--- config.mk ---
export PLATFORM = sky130hd
export DESIGN_NAME = lz_window_byte_encoder
export DESIGN_NICKNAME = d
export VERILOG_FILES = /design/src/sv/lzwe_pkg.sv /design/src/sv/lz_window_byte_encoder.sv /design/src/sv/lzwe_ram.sv /design/src/sv/lzwe_ctrl.sv /design/src/sv/lzwe_datapath.sv
export SDC_FILE = /design/constraint.sdc
export NUM_CORES = 2
export LEC_CHECK = 0
export BUFFER_PORTS_ARGS = -buffer_cell sky130_fd_sc_hd__buf_2
export CAP_MARGIN = 20
export CELL_PAD_IN_SITES_DETAIL_PLACEMENT = 2
export CELL_PAD_IN_SITES_GLOBAL_PLACEMENT = 2
export CORE_UTILIZATION = 55
export CTS_CLUSTER_DIAMETER = 60
export DETAILED_ROUTE_END_ITERATION = 6
export PLACE_DENSITY = 0.95
export SLEW_MARGIN = 20
export SYNTH_ARGS = -nofsm -noshare
export SYNTH_HDL_FRONTEND = slang
export SYNTH_SLANG_ARGS = --single-unit
--- constraint.sdc ---
create_clock -name clock -period 7.76 [get_ports clock]
set_input_delay 1.552 -clock clock [delete_from_list [all_inputs] [get_ports clock]]
set_output_delay 1.552 -clock clock [all_outputs]
set_load 0.02 [all_outputs]
--- src/sv/lzwe_pkg.sv ---
// Package for the LZ window byte encoder: constants, codes, phase and
// controller state types, and the command/status bundles.
// No dependencies.
package lzwe_pkg;

   localparam int STORE_DEPTH = 384;
   localparam int KEEP_BEHIND = 256;
   localparam int MAX_OFFSET  = 255;
   localparam int MAX_RUN     = 127;
   localparam int MIN_MATCH   = 4;
   localparam int MATCH_BASE  = 128;
   localparam int ADDR_W      = 9;
   localparam logic [16:0] LIMIT_RESET = 17'h10000;

   localparam logic [1:0] OP_PUSH = 2'd0;
   localparam logic [1:0] OP_END  = 2'd1;
   localparam logic [1:0] OP_PULL = 2'd2;

   localparam logic [2:0] ST_OK      = 3'd0;
   localparam logic [2:0] ST_FULL    = 3'd1;
   localparam logic [2:0] ST_BYTE    = 3'd2;
   localparam logic [2:0] ST_NEED    = 3'd3;
   localparam logic [2:0] ST_FINISHED = 3'd4;

   typedef enum logic [2:0] {
      PH_IDLE, PH_MLEN, PH_MOFF, PH_LCNT, PH_LBYT, PH_TERM, PH_DONE
   } phase_type;

   typedef enum logic [3:0] {
      C_IDLE, C_SLIDE, C_CHECK, C_MINIT, C_OFFSET, C_MREAD, C_MCMP, C_MEND,
      C_MDEC, C_LREAD, C_EMIT
   } ctrl_state_type;

   typedef struct packed {
      logic accept;
      logic slide;
      logic check_resp;
      logic plan_init;
      logic match_init;
      logic j_clear;
      logic cmp_read;
      logic j_inc;
      logic offset_done;
      logic lit_end;
      logic match_decide;
      logic lit_read;
      logic emit;
   } cmd_type;

   typedef struct packed {
      logic rsp_busy;
      logic phase_idle;
      logic done_cond;
      logic need_cond;
      logic scan_more;
      logic off_more;
      logic run_more;
      logic bytes_equal;
      logic best_ge_min;
   } stat_type;

   // Map a logical store index onto the circular physical store.
   function automatic logic [ADDR_W-1:0] phys_addr(input logic [ADDR_W-1:0] base,
                                                   input logic [ADDR_W-1:0] x);
      logic [ADDR_W:0] sum;
      sum = {1'b0, base} + {1'b0, x};
      if (sum >= (ADDR_W+1)'(STORE_DEPTH))
         sum = sum - (ADDR_W+1)'(STORE_DEPTH);
      return sum[ADDR_W-1:0];
   endfunction

endpackage

--- src/sv/lz_window_byte_encoder.sv ---
// LZ window byte encoder, top level: controller plus datapath.
// Push, end and no-op beats: the response is valid right after the accepting edge.
// A pull with no token search responds after the slide and check states, or the
// literal-read and emit states mid-token. A token search visits up to 255 offsets
// and 127 bytes per offset per scanned position. One beat in flight at a time:
// the next request is taken the cycle after the response beat leaves.
// Reset (synchronous, active high) empties the window; the store needs no clearing.
module lz_window_byte_encoder import lzwe_pkg::*; (
   input  logic        clock,
   input  logic        reset,
   input  logic        req_valid,
   output logic        req_stall,
   input  logic [1:0]  req_opcode,
   input  logic [7:0]  req_data_byte,
   output logic        rsp_valid,
   input  logic        rsp_stall,
   output logic [2:0]  rsp_status,
   output logic [7:0]  rsp_out_byte,
   output logic        rsp_stream_last,
   input  logic        csr_wr_en,
   input  logic [16:0] csr_wr_data
);
   // Command and status bundles between sequencer and datapath.
   cmd_type  cmd;
   stat_type stat;

   // Sequence each beat: accept, slide, search, emit.
   lzwe_ctrl u_ctrl (
      .clock     (clock),
      .reset     (reset),
      .req_valid (req_valid),
      .req_opcode(req_opcode),
      .req_stall (req_stall),
      .stat      (stat),
      .cmd       (cmd)
   );

   // Hold the window, pointers and result register.
   lzwe_datapath u_dp (
      .clock          (clock),
      .reset          (reset),
      .cmd            (cmd),
      .stat           (stat),
      .req_opcode     (req_opcode),
      .req_data_byte  (req_data_byte),
      .csr_wr_en      (csr_wr_en),
      .csr_wr_data    (csr_wr_data),
      .rsp_valid      (rsp_valid),
      .rsp_stall      (rsp_stall),
      .rsp_status     (rsp_status),
      .rsp_out_byte   (rsp_out_byte),
      .rsp_stream_last(rsp_stream_last)
   );
endmodule

--- src/sv/lzwe_ram.sv ---
// Generic RAM: one write port, two registered read ports.
// No dependencies.
module lzwe_ram #(
   parameter int WIDTH = 8,
   parameter int DEPTH = 384
) (
   input  logic                     clock,
   input  logic                     wr_en,
   input  logic [$clog2(DEPTH)-1:0] wr_addr,
   input  logic [WIDTH-1:0]         wr_data,
   input  logic [$clog2(DEPTH)-1:0] rd_addr_a,
   output logic [WIDTH-1:0]         rd_data_a,
   input  logic [$clog2(DEPTH)-1:0] rd_addr_b,
   output logic [WIDTH-1:0]         rd_data_b
);
   logic [WIDTH-1:0] mem_ff [DEPTH];

   always_ff @(posedge clock) begin
      if (wr_en)
         mem_ff[wr_addr] <= wr_data;
      rd_data_a <= mem_ff[rd_addr_a];
      rd_data_b <= mem_ff[rd_addr_b];
   end
endmodule

--- src/sv/lzwe_ctrl.sv ---
// Controller state machine of the LZ window byte encoder.
// Depends on lzwe_pkg.
module lzwe_ctrl import lzwe_pkg::*; (
   input  logic       clock,
   input  logic       reset,
   input  logic       req_valid,
   input  logic [1:0] req_opcode,
   output logic       req_stall,
   input  stat_type   stat,
   output cmd_type    cmd
);
   ctrl_state_type state_ff, state_in;

   always_ff @(posedge clock) begin
      if (reset)
         state_ff <= C_IDLE;
      else
         state_ff <= state_in;
   end

   always_comb begin
      state_in  = state_ff;
      cmd       = '0;
      req_stall = (state_ff != C_IDLE) || stat.rsp_busy;
      case (state_ff)
         C_IDLE: begin
            if (req_valid && !stat.rsp_busy) begin
               cmd.accept = 1'b1;
               if (req_opcode == OP_PULL)
                  state_in = stat.phase_idle ? C_SLIDE : C_LREAD;
            end
         end
         C_SLIDE: begin
            cmd.slide = 1'b1;
            state_in  = C_CHECK;
         end
         C_CHECK: begin
            cmd.check_resp = 1'b1;
            if (!stat.done_cond && !stat.need_cond) begin
               cmd.plan_init = 1'b1;
               state_in      = C_MINIT;
            end else begin
               state_in = C_IDLE;
            end
         end
         C_MINIT: begin
            if (stat.scan_more) begin
               cmd.match_init = 1'b1;
               state_in       = C_OFFSET;
            end else begin
               cmd.lit_end = 1'b1;
               state_in    = C_LREAD;
            end
         end
         C_OFFSET: begin
            if (stat.off_more) begin
               cmd.j_clear = 1'b1;
               state_in    = C_MREAD;
            end else begin
               state_in = C_MDEC;
            end
         end
         C_MREAD: begin
            if (stat.run_more) begin
               cmd.cmp_read = 1'b1;
               state_in     = C_MCMP;
            end else begin
               state_in = C_MEND;
            end
         end
         C_MCMP: begin
            if (stat.bytes_equal) begin
               cmd.j_inc = 1'b1;
               state_in  = C_MREAD;
            end else begin
               state_in = C_MEND;
            end
         end
         C_MEND: begin
            cmd.offset_done = 1'b1;
            state_in        = C_OFFSET;
         end
         C_MDEC: begin
            cmd.match_decide = 1'b1;
            state_in = stat.best_ge_min ? C_LREAD : C_MINIT;
         end
         C_LREAD: begin
            cmd.lit_read = 1'b1;
            state_in     = C_EMIT;
         end
         C_EMIT: begin
            cmd.emit = 1'b1;
            state_in = C_IDLE;
         end
         default: state_in = C_IDLE;
      endcase
   end
endmodule

--- src/sv/lzwe_datapath.sv ---
// Datapath of the LZ window byte encoder: store, window pointers, match
// search registers and the result register. Depends on lzwe_pkg, lzwe_ram.
module lzwe_datapath import lzwe_pkg::*; (
   input  logic        clock,
   input  logic        reset,
   input  cmd_type     cmd,
   output stat_type    stat,
   input  logic [1:0]  req_opcode,
   input  logic [7:0]  req_data_byte,
   input  logic        csr_wr_en,
   input  logic [16:0] csr_wr_data,
   output logic        rsp_valid,
   input  logic        rsp_stall,
   output logic [2:0]  rsp_status,
   output logic [7:0]  rsp_out_byte,
   output logic        rsp_stream_last
);
   logic [16:0] limit_ff, limit_in, taken_ff, taken_in;
   logic [ADDR_W-1:0] base_ff, base_in, scan_ff, scan_in, fill_ff, fill_in;
   logic [ADDR_W-1:0] pos_ff, pos_in;
   logic ended_ff, ended_in;
   phase_type phase_ff, phase_in;
   logic [6:0] eidx_ff, eidx_in, tlen_ff, tlen_in, count_ff, count_in;
   logic [6:0] j_ff, j_in, best_ff, best_in;
   logic [7:0] toff_ff, toff_in, boff_ff, boff_in, top_ff, top_in;
   logic [8:0] off_ff, off_in;
   logic rv_ff, rv_in, last_ff, last_in;
   logic [2:0] st_ff, st_in;
   logic [7:0] ob_ff, ob_in;

   logic more, wr_en;
   logic [ADDR_W-1:0] wr_addr, rd_a, rd_b, lit_idx, cand_idx, cur_idx, shift;
   logic [ADDR_W:0] pos_j;
   logic [7:0] rd_data_a, rd_data_b;
   logic finish_term;

   assign more     = !ended_ff && (taken_ff < limit_ff);
   assign pos_j    = {1'b0, pos_ff} + (ADDR_W+1)'(j_ff);
   assign cur_idx  = pos_j[ADDR_W-1:0];
   assign cand_idx = ADDR_W'(pos_j - (ADDR_W+1)'(off_ff));
   assign lit_idx  = scan_ff - ADDR_W'(tlen_ff) + ADDR_W'(eidx_ff);
   assign shift    = scan_ff - ADDR_W'(KEEP_BEHIND);
   assign wr_addr  = phys_addr(base_ff, fill_ff);
   assign rd_a     = phys_addr(base_ff, cmd.lit_read ? lit_idx : cand_idx);
   assign rd_b     = phys_addr(base_ff, cur_idx);
   assign finish_term = (scan_ff >= fill_ff) && !more;

   lzwe_ram #(.WIDTH(8), .DEPTH(STORE_DEPTH)) u_store (
      .clock    (clock),
      .wr_en    (wr_en),
      .wr_addr  (wr_addr),
      .wr_data  (req_data_byte),
      .rd_addr_a(rd_a),
      .rd_data_a(rd_data_a),
      .rd_addr_b(rd_b),
      .rd_data_b(rd_data_b)
   );

   always_comb begin
      stat.rsp_busy    = rv_ff;
      stat.phase_idle  = (phase_ff == PH_IDLE);
      stat.done_cond   = (scan_ff >= fill_ff) && !more;
      stat.need_cond   = ((fill_ff < ADDR_W'(STORE_DEPTH)) && more) || (scan_ff >= fill_ff);
      stat.scan_more   = (count_ff < 7'(MAX_RUN)) && (pos_ff < fill_ff);
      stat.off_more    = (off_ff <= {1'b0, top_ff});
      stat.run_more    = (j_ff < 7'(MAX_RUN)) && (pos_j < {1'b0, fill_ff});
      stat.bytes_equal = (rd_data_a == rd_data_b);
      stat.best_ge_min = (best_ff >= 7'(MIN_MATCH));
   end

   always_comb begin
      limit_in = csr_wr_en ? csr_wr_data : limit_ff;
      taken_in = taken_ff;  base_in = base_ff;  scan_in = scan_ff;
      fill_in  = fill_ff;   pos_in  = pos_ff;   ended_in = ended_ff;
      phase_in = phase_ff;  eidx_in = eidx_ff;  tlen_in = tlen_ff;
      count_in = count_ff;  j_in = j_ff;        best_in = best_ff;
      toff_in  = toff_ff;   boff_in = boff_ff;  top_in = top_ff;
      off_in   = off_ff;
      rv_in    = rv_ff && rsp_stall;
      st_in    = st_ff;  ob_in = ob_ff;  last_in = last_ff;
      wr_en    = 1'b0;

      if (cmd.accept && req_opcode != OP_PULL) begin
         rv_in = 1'b1;  st_in = ST_OK;  ob_in = 8'd0;  last_in = 1'b0;
         if (req_opcode == OP_END) begin
            ended_in = 1'b1;
         end else if (req_opcode == OP_PUSH && phase_ff != PH_DONE && more) begin
            if (fill_ff >= ADDR_W'(STORE_DEPTH)) begin
               st_in = ST_FULL;
            end else begin
               wr_en    = 1'b1;
               fill_in  = fill_ff + 1'b1;
               taken_in = taken_ff + 1'b1;
            end
         end
      end
      // Slide the window by moving the base, not the data.
      if (cmd.slide && scan_ff > ADDR_W'(KEEP_BEHIND) && scan_ff <= fill_ff) begin
         base_in = phys_addr(base_ff, shift);
         fill_in = fill_ff - shift;
         scan_in = ADDR_W'(KEEP_BEHIND);
      end
      if (cmd.check_resp) begin
         ob_in = 8'd0;  last_in = 1'b0;
         if (stat.done_cond) begin
            phase_in = PH_DONE;  rv_in = 1'b1;  st_in = ST_FINISHED;
         end else if (stat.need_cond) begin
            rv_in = 1'b1;  st_in = ST_NEED;
         end
      end
      if (cmd.plan_init) begin
         pos_in = scan_ff;  count_in = 7'd0;
      end
      if (cmd.match_init) begin
         off_in  = 9'd1;  best_in = 7'd0;  boff_in = 8'd0;
         top_in  = (pos_ff < ADDR_W'(MAX_OFFSET)) ? pos_ff[7:0] : 8'(MAX_OFFSET);
      end
      if (cmd.j_clear) j_in = 7'd0;
      if (cmd.j_inc)   j_in = j_ff + 1'b1;
      if (cmd.offset_done) begin
         if (j_ff > best_ff) begin
            best_in = j_ff;  boff_in = off_ff[7:0];
         end
         off_in = off_ff + 1'b1;
      end
      if (cmd.lit_end) begin
         tlen_in = count_ff;  scan_in = pos_ff;  phase_in = PH_LCNT;
      end
      if (cmd.match_decide) begin
         if (stat.best_ge_min) begin
            if (count_ff != 7'd0) begin
               tlen_in = count_ff;  scan_in = pos_ff;  phase_in = PH_LCNT;
            end else begin
               tlen_in  = best_ff;  toff_in = boff_ff;
               scan_in  = pos_ff + ADDR_W'(best_ff);
               phase_in = PH_MLEN;
            end
         end else begin
            pos_in   = pos_ff + 1'b1;
            count_in = count_ff + 1'b1;
         end
      end
      if (cmd.emit) begin
         rv_in = 1'b1;  st_in = ST_BYTE;  last_in = 1'b0;  ob_in = 8'd0;
         case (phase_ff)
            PH_MLEN: begin
               ob_in = 8'(MATCH_BASE) + {1'b0, tlen_ff};  phase_in = PH_MOFF;
            end
            PH_MOFF: begin
               ob_in = toff_ff;  phase_in = finish_term ? PH_TERM : PH_IDLE;
            end
            PH_LCNT: begin
               ob_in = {1'b0, tlen_ff};  eidx_in = 7'd0;  phase_in = PH_LBYT;
            end
            PH_LBYT: begin
               ob_in   = rd_data_a;
               eidx_in = eidx_ff + 1'b1;
               if (eidx_ff + 7'd1 >= tlen_ff)
                  phase_in = finish_term ? PH_TERM : PH_IDLE;
            end
            PH_TERM: begin
               last_in = 1'b1;  phase_in = PH_DONE;
            end
            default: begin
               st_in = ST_FINISHED;  phase_in = PH_DONE;
            end
         endcase
      end
   end

   always_ff @(posedge clock) begin
      if (reset) begin
         limit_ff <= LIMIT_RESET;  taken_ff <= '0;  base_ff <= '0;
         scan_ff  <= '0;  fill_ff <= '0;  ended_ff <= 1'b0;
         phase_ff <= PH_IDLE;  eidx_ff <= '0;  tlen_ff <= '0;  toff_ff <= '0;
         rv_ff    <= 1'b0;
      end else begin
         limit_ff <= limit_in;  taken_ff <= taken_in;  base_ff <= base_in;
         scan_ff  <= scan_in;   fill_ff <= fill_in;    ended_ff <= ended_in;
         phase_ff <= phase_in;  eidx_ff <= eidx_in;    tlen_ff <= tlen_in;
         toff_ff  <= toff_in;   rv_ff <= rv_in;
      end
   end

   always_ff @(posedge clock) begin
      pos_ff <= pos_in;  count_ff <= count_in;  j_ff <= j_in;  best_ff <= best_in;
      boff_ff <= boff_in;  top_ff <= top_in;  off_ff <= off_in;
      st_ff <= st_in;  ob_ff <= ob_in;  last_ff <= last_in;
   end

   assign rsp_valid       = rv_ff;
   assign rsp_status      = st_ff;
   assign rsp_out_byte    = ob_ff;
   assign rsp_stream_last = last_ff;

`ifndef NO_ASSERTIONS
   a_fill_bound: assert property (@(posedge clock) disable iff (reset)
      fill_ff <= ADDR_W'(STORE_DEPTH)) else $error("fill beyond store");
   a_scan_fill: assert property (@(posedge clock) disable iff (reset)
      scan_ff <= fill_ff) else $error("scan past fill");
   a_base_bound: assert property (@(posedge clock) disable iff (reset)
      base_ff < ADDR_W'(STORE_DEPTH)) else $error("base out of range");
   a_last_term: assert property (@(posedge clock) disable iff (reset)
      rv_ff && last_ff |-> st_ff == ST_BYTE && ob_ff == 8'd0 && phase_ff == PH_DONE)
      else $error("bad terminator beat");
`endif
endmodule
==> results of run 1 <==
cell usage after synthesis, types with 7 or more instances:
library cell / instances / area, um^2
mux4_2: 1897 / 42700
a31oi_1: 33 / 206
clkbuf_1: 344 / 1290
fa_1: 15 / 300
a22oi_1: 77 / 578
inv_1: 135 / 507
mux2i_1: 146 / 1460
o31ai_1: 12 / 90.1
and3_1: 18 / 113
a221oi_1: 16 / 140
ha_1: 145 / 1810
a211o_1: 10 / 87.6
nand2_1: 328 / 1230
buf_1: 52 / 195
or3_1: 22 / 138
nor3_1: 157 / 786
o22ai_1: 31 / 194
xnor2_1: 53 / 464
edfxtp_1: 3105 / 93200
a41oi_1: 8 / 70.1
nand3_2: 7 / 70.1
a21oi_1: 133 / 666
nand3b_1: 11 / 82.6
buf_4: 18 / 135
nor2_1: 434 / 1630
nand4_1: 22 / 138
xor2_1: 35 / 307
o211ai_1: 14 / 105
or2_2: 19 / 119
a211oi_1: 23 / 173
dfxtp_1: 142 / 2840
and2_1: 9 / 56.3
nand3_1: 128 / 641
o21bai_1: 15 / 113
o21a_1: 19 / 143
mux2_2: 13 / 146
nand2b_1: 17 / 106
nor4_1: 10 / 62.6
nor2b_1: 24 / 150
a21o_1: 35 / 263
buf_2: 192 / 961
o21ai_0: 72 / 360
layer usage:
layer / overflow / GRT usage (%)
met3: 43 / 68.4
met1: 46 / 78.7
met4: 155 / 76.6
met5: 13 / 47.2
met2: 188 / 89.9
kinds of logic after synthesis:
| family | after synthesis | synth area share, % |
|---|---|---|
| AO/OA/AOI/OAI | 545 | 2.34 |
| XOR/XNOR | 89 | 0.506 |
| adder cells (fa/ha/maj) | 160 | 1.36 |
| buffers and inverters | 743 | 2.00 |
| flip-flops | 3247 | 61.8 |
| multiplexers | 2056 | 28.5 |
| AND/OR/NAND/NOR | 1224 | 3.54 |
stage by stage:
step / instance area, um^2 / hold slack (ps) / utilization, % / setup WS [ps]
floorplan: 156000 / 432 / - / 2870
global placement: 161000 / 441 / 57.6 / 1260
detailed placement: 162000 / 470 / 57.6 / 486
CTS: 173000 / 519 / 61.7 / 69.6
==> metrics, run 1 <==
Fail Step global routing (5_1_grt); GRT Total Usage 78.4%; CTS H-tree depth 5; dominant synthesized flop cell edfxtp_1; chip height 534 um; hpwl dp 436000 um; clk sinks 3247; Tool Error [ERROR GRT-0232] Routing congestion too high. Check the congestion heatmap in the GUI.; count of different cell masters after synthesis 80; synthesized cell area 156000 um^2; GPL Wtd Cong 0.949; Placed Cells 11500; EDFF count, synth 3105; I/O pins 46; grt ovf 445; post-CTS setup buffer count 0; DIE WIDTH 534 um; Post-Syn Nets 8256; post-cts hold buffer count 0; cells after synthesis 8064; synthesis-stage register bit count 3247; Avg Cell Area, Syn 19.3 um^2; outcome did not finish; CTS buffer count 350; largest net degree at the start of global routing 225; cell row count 194; # resized after CTS 7; Clock Path Buffers 4; ys async rst share 0%; Ys Warns 0; root buffer cell clkbuf_16; Port Buffers 45; starting density of the core 55.5%; post-synthesis sequential area ratio 61.8%
==> inputs of run 2 (changes only) <==
--- a/config.mk
+++ b/config.mk
@@ -7,12 +7,9 @@
 export LEC_CHECK = 0
 export BUFFER_PORTS_ARGS = -buffer_cell sky130_fd_sc_hd__buf_2
 export CAP_MARGIN = 20
-export CELL_PAD_IN_SITES_DETAIL_PLACEMENT = 2
-export CELL_PAD_IN_SITES_GLOBAL_PLACEMENT = 2
-export CORE_UTILIZATION = 55
-export CTS_CLUSTER_DIAMETER = 60
+export CORE_UTILIZATION = 40
 export DETAILED_ROUTE_END_ITERATION = 6
-export PLACE_DENSITY = 0.95
+export PLACE_DENSITY_LB_ADDON = 0.15
 export SLEW_MARGIN = 20
 export SYNTH_ARGS = -nofsm -noshare
 export SYNTH_HDL_FRONTEND = slang
==> metrics, run 2 <==
cell row count 228 (was 194); Post-Syn Nets 8256 (unchanged); commonest non-fill, non-tap cells in the layout edfxtp_1, mux4_2, nor2_1; relative slew slack 8.36%; largest net degree at the start of global routing 189; chip height 626 um (was 534 um); EDFF count, synth 3105 (unchanged); CP delay by family, top adder cells; DIE WIDTH 626 um (was 534 um); 1st-iter DRT viols 10400; outcome complete, but fails checks (was did not finish); first-pass GRT wire length 702000 um; Largest register FFs 3072; dominant synthesized flop cell edfxtp_1 (unchanged); Max Fclk 152 MHz; clock-pin slew on the worst setup and hold paths 60 ps; FILL cells 32600; Leakage Power 56.0 nW; Port Buffers 45 (unchanged); Setup WS pre-CTS 1300 ps (was 486 ps); Core ar. 386000 um^2; nets@finish 8437; root buffer cell clkbuf_16 (unchanged); Synth top area share 59.9% (unchanged); synthesis-stage register bit count 3247 (unchanged); ys async rst share 0% (unchanged); kind of critical path reg2reg; failing checks DRC; largest area contributor in the netlist edfxtp_1 (unchanged); Worst R2R Setup Slack 1190 ps; Clock Skews 42.8 ps; post-CTS setup buffer count 0 (unchanged); TNS Setup 0 ps; Final Slew Violations 0; grt ovf 0; final hold slack 451 ps; cells along the critical path ha_1 -> inv_1 -> fa_1 -> inv_1 -> fa_1 -> mux2_2 -> inv_1 -> fa_4 -> buf_12 -> buf_12 -> buf_4 -> mux4_2 -> mux4_2 -> a221oi_1 -> a41oi_1 -> a211o_1; die footprint 391000 um^2; count leader, synth edfxtp_1 (unchanged); total iterations of the first detailed-routing run 7; reg2reg path depth 16; worst hold path endpoint u_dp.toff_ff[4]$_SDFFE_PP0P_; vias per inst 6.36; crit share post-route 84.6%; hpwl dp 330000 um (was 436000 um); clk sinks 3247 (unchanged); WL final 502000 um; final worst setup slack 1190 ps; largest reg by FF count u_dp.u_store.mem_ff; starting density of the core 40.3% (was 55.5%); count of different cell masters after synthesis 80 (unchanged); largest cells by area after synthesis edfxtp_1, mux4_2, dfxtp_1 (unchanged); GPL Wtd Cong 0.906 (was 0.949); Max-cap violations 0; layout cells sized above 1 34.5%; post-synthesis sequential area ratio 61.8% (unchanged); critical path peak fanout 56; crit end category flop; via count 87300; Slowest-stage cell, CP fa_4; RSZ-0062 raised after global routing false; Ys Warns 0 (unchanged); synthesized cell area 156000 um^2 (unchanged); # resized after CTS 0 (was 7); WP data arrival 7400 ps; vias in the first global route 87700; cells after synthesis 8064 (unchanged); min Tclk post-route 6570 ps; CP required 8590 ps; top post-synthesis cells by count edfxtp_1, mux4_2, nor2_1 (unchanged); worst min path class reg2reg; Final Hold Fails 0; initial antenna violation count 28; hold path cells 2; area grow syn2layout 13.0%; Clock Path Buffers 4 (unchanged); r2r startpoint u_dp.pos_ff[0]$_DFF_P_; CTS tree built; Peak supply drop 0.190 mV; largest registers u_dp.u_store.mem_ff: 3072 flops, u_dp.limit_ff: 17 flops, u_dp.taken_ff: 17 flops; crit path buf inv count 6; Max stage delay on crit path 1090 ps; # DRC 11; RR Endpoint u_dp.u_store.rd_data_a[5]$_DFF_P_; Final Setup Violations 0; Avg Cell Area, Syn 19.3 um^2 (unchanged); commonest non-fill, non-tap cell in the layout edfxtp_1; post-cts hold buffer count 0 (unchanged); mean routed wirelength per cell 36.5 um; CTS H-tree depth 5 (unchanged); Worst Max-Slew Pin Slew 1370 ps; I/O pins 46 (unchanged); cell depth of the worst setup path 16; Hold Path Origin u_dp.boff_ff[4]$_DFF_P_; cell repeated most along the worst path inv_1; P per Cell Area 215 nW/um^2; GRT Total Usage 25.4%; post-route ant nets 0; Startpoint Class flop; worst skew pair latency 970 ps; CTS buffer count 366 (was 350)
-- run 2: cell counts after synthesis --
No cell type changed its count.
-- run 2: worst max path at each step --
stage / start / endpoint / slack, ps
after floorplan: u_dp.pos_ff[0]$_DFF_P_ / u_dp.u_store.rd_data_a[0]$_DFF_P_ / 2870
after global placement: u_dp.pos_ff[0]$_DFF_P_ / u_dp.u_store.rd_data_a[5]$_DFF_P_ / 1380
after detailed placement: u_dp.pos_ff[0]$_DFF_P_ / u_dp.u_store.rd_data_a[5]$_DFF_P_ / 1300
after CTS: u_dp.pos_ff[0]$_DFF_P_ / u_dp.u_store.rd_data_a[5]$_DFF_P_ / 1290
after global routing: u_dp.pos_ff[0]$_DFF_P_ / u_dp.u_store.rd_data_a[1]$_DFF_P_ / 770
final: u_dp.pos_ff[0]$_DFF_P_ / u_dp.u_store.rd_data_a[5]$_DFF_P_ / 1190
-- run 2: worst min-delay path: cells and delay by family, from the launching register on --
| family | cells | cell delay [ps] |
|---|---|---|
| flops | 1 | 310 |
| simple gates | 1 | 50 |
| compound gates | 1 | 50 |
-- run 2: layer usage --
layer  GRT usage, %  up-vias  wire length (um)
li1               -    34800                 -
met1           36.2    47800            208000
met2           40.3     4069            238000
met3           3.94      646             37800
met4           8.29        6             17600
met5              0        -                43
-- run 2: kinds of logic after synthesis --
logic type / Yosys count / synth area share (%)
buffers and inverters: 743 / 2.00
flip-flops: 3247 / 61.8
XOR/XNOR: 89 / 0.506
adder cells (fa/ha/maj): 160 / 1.36
AND/OR/NAND/NOR: 1224 / 3.54
multiplexers: 2056 / 28.5
AO/OA/AOI/OAI: 545 / 2.34
-- run 2: power breakdown --
group | internal, W | switching (W)
sequential | 0.0192 | 0.0000491
combinational | 0.000323 | 0.000875
clock | 0.00997 | 0.00735
total | 0.0295 | 0.00827
-- run 2: through the flow --
stage          util, %  instances  area [um^2]  power, W
6_report          45.5      13700       176000    0.0378
2_1_floorplan        -       8064       156000    0.0201
3_5_place_dp      42.4      13100       164000    0.0208
3_3_place_gp      42.4      13000       164000    0.0208
5_1_grt           45.5      13700       176000    0.0387
4_1_cts           45.5      13700       176000    0.0380
-- run 2: layout make-up --
| cell class | count | area [um^2] | share of cell area, % |
|---|---|---|---|
| flip-flops and latches | 3247 | 96100 | 54.7 |
| clock inverters | 225 | 2230 | 1.27 |
| inverters | 135 | 507 | 0.288 |
| diodes | 11 | 27.5 | 0.0157 |
| clock buffers | 440 | 9500 | 5.41 |
| repair buffers | 421 | 4060 | 2.31 |
| multi-input cells | 4074 | 56900 | 32.4 |
| well taps | 5175 | 6470 | 3.68 |
Power figures use the tool's default switching activity.
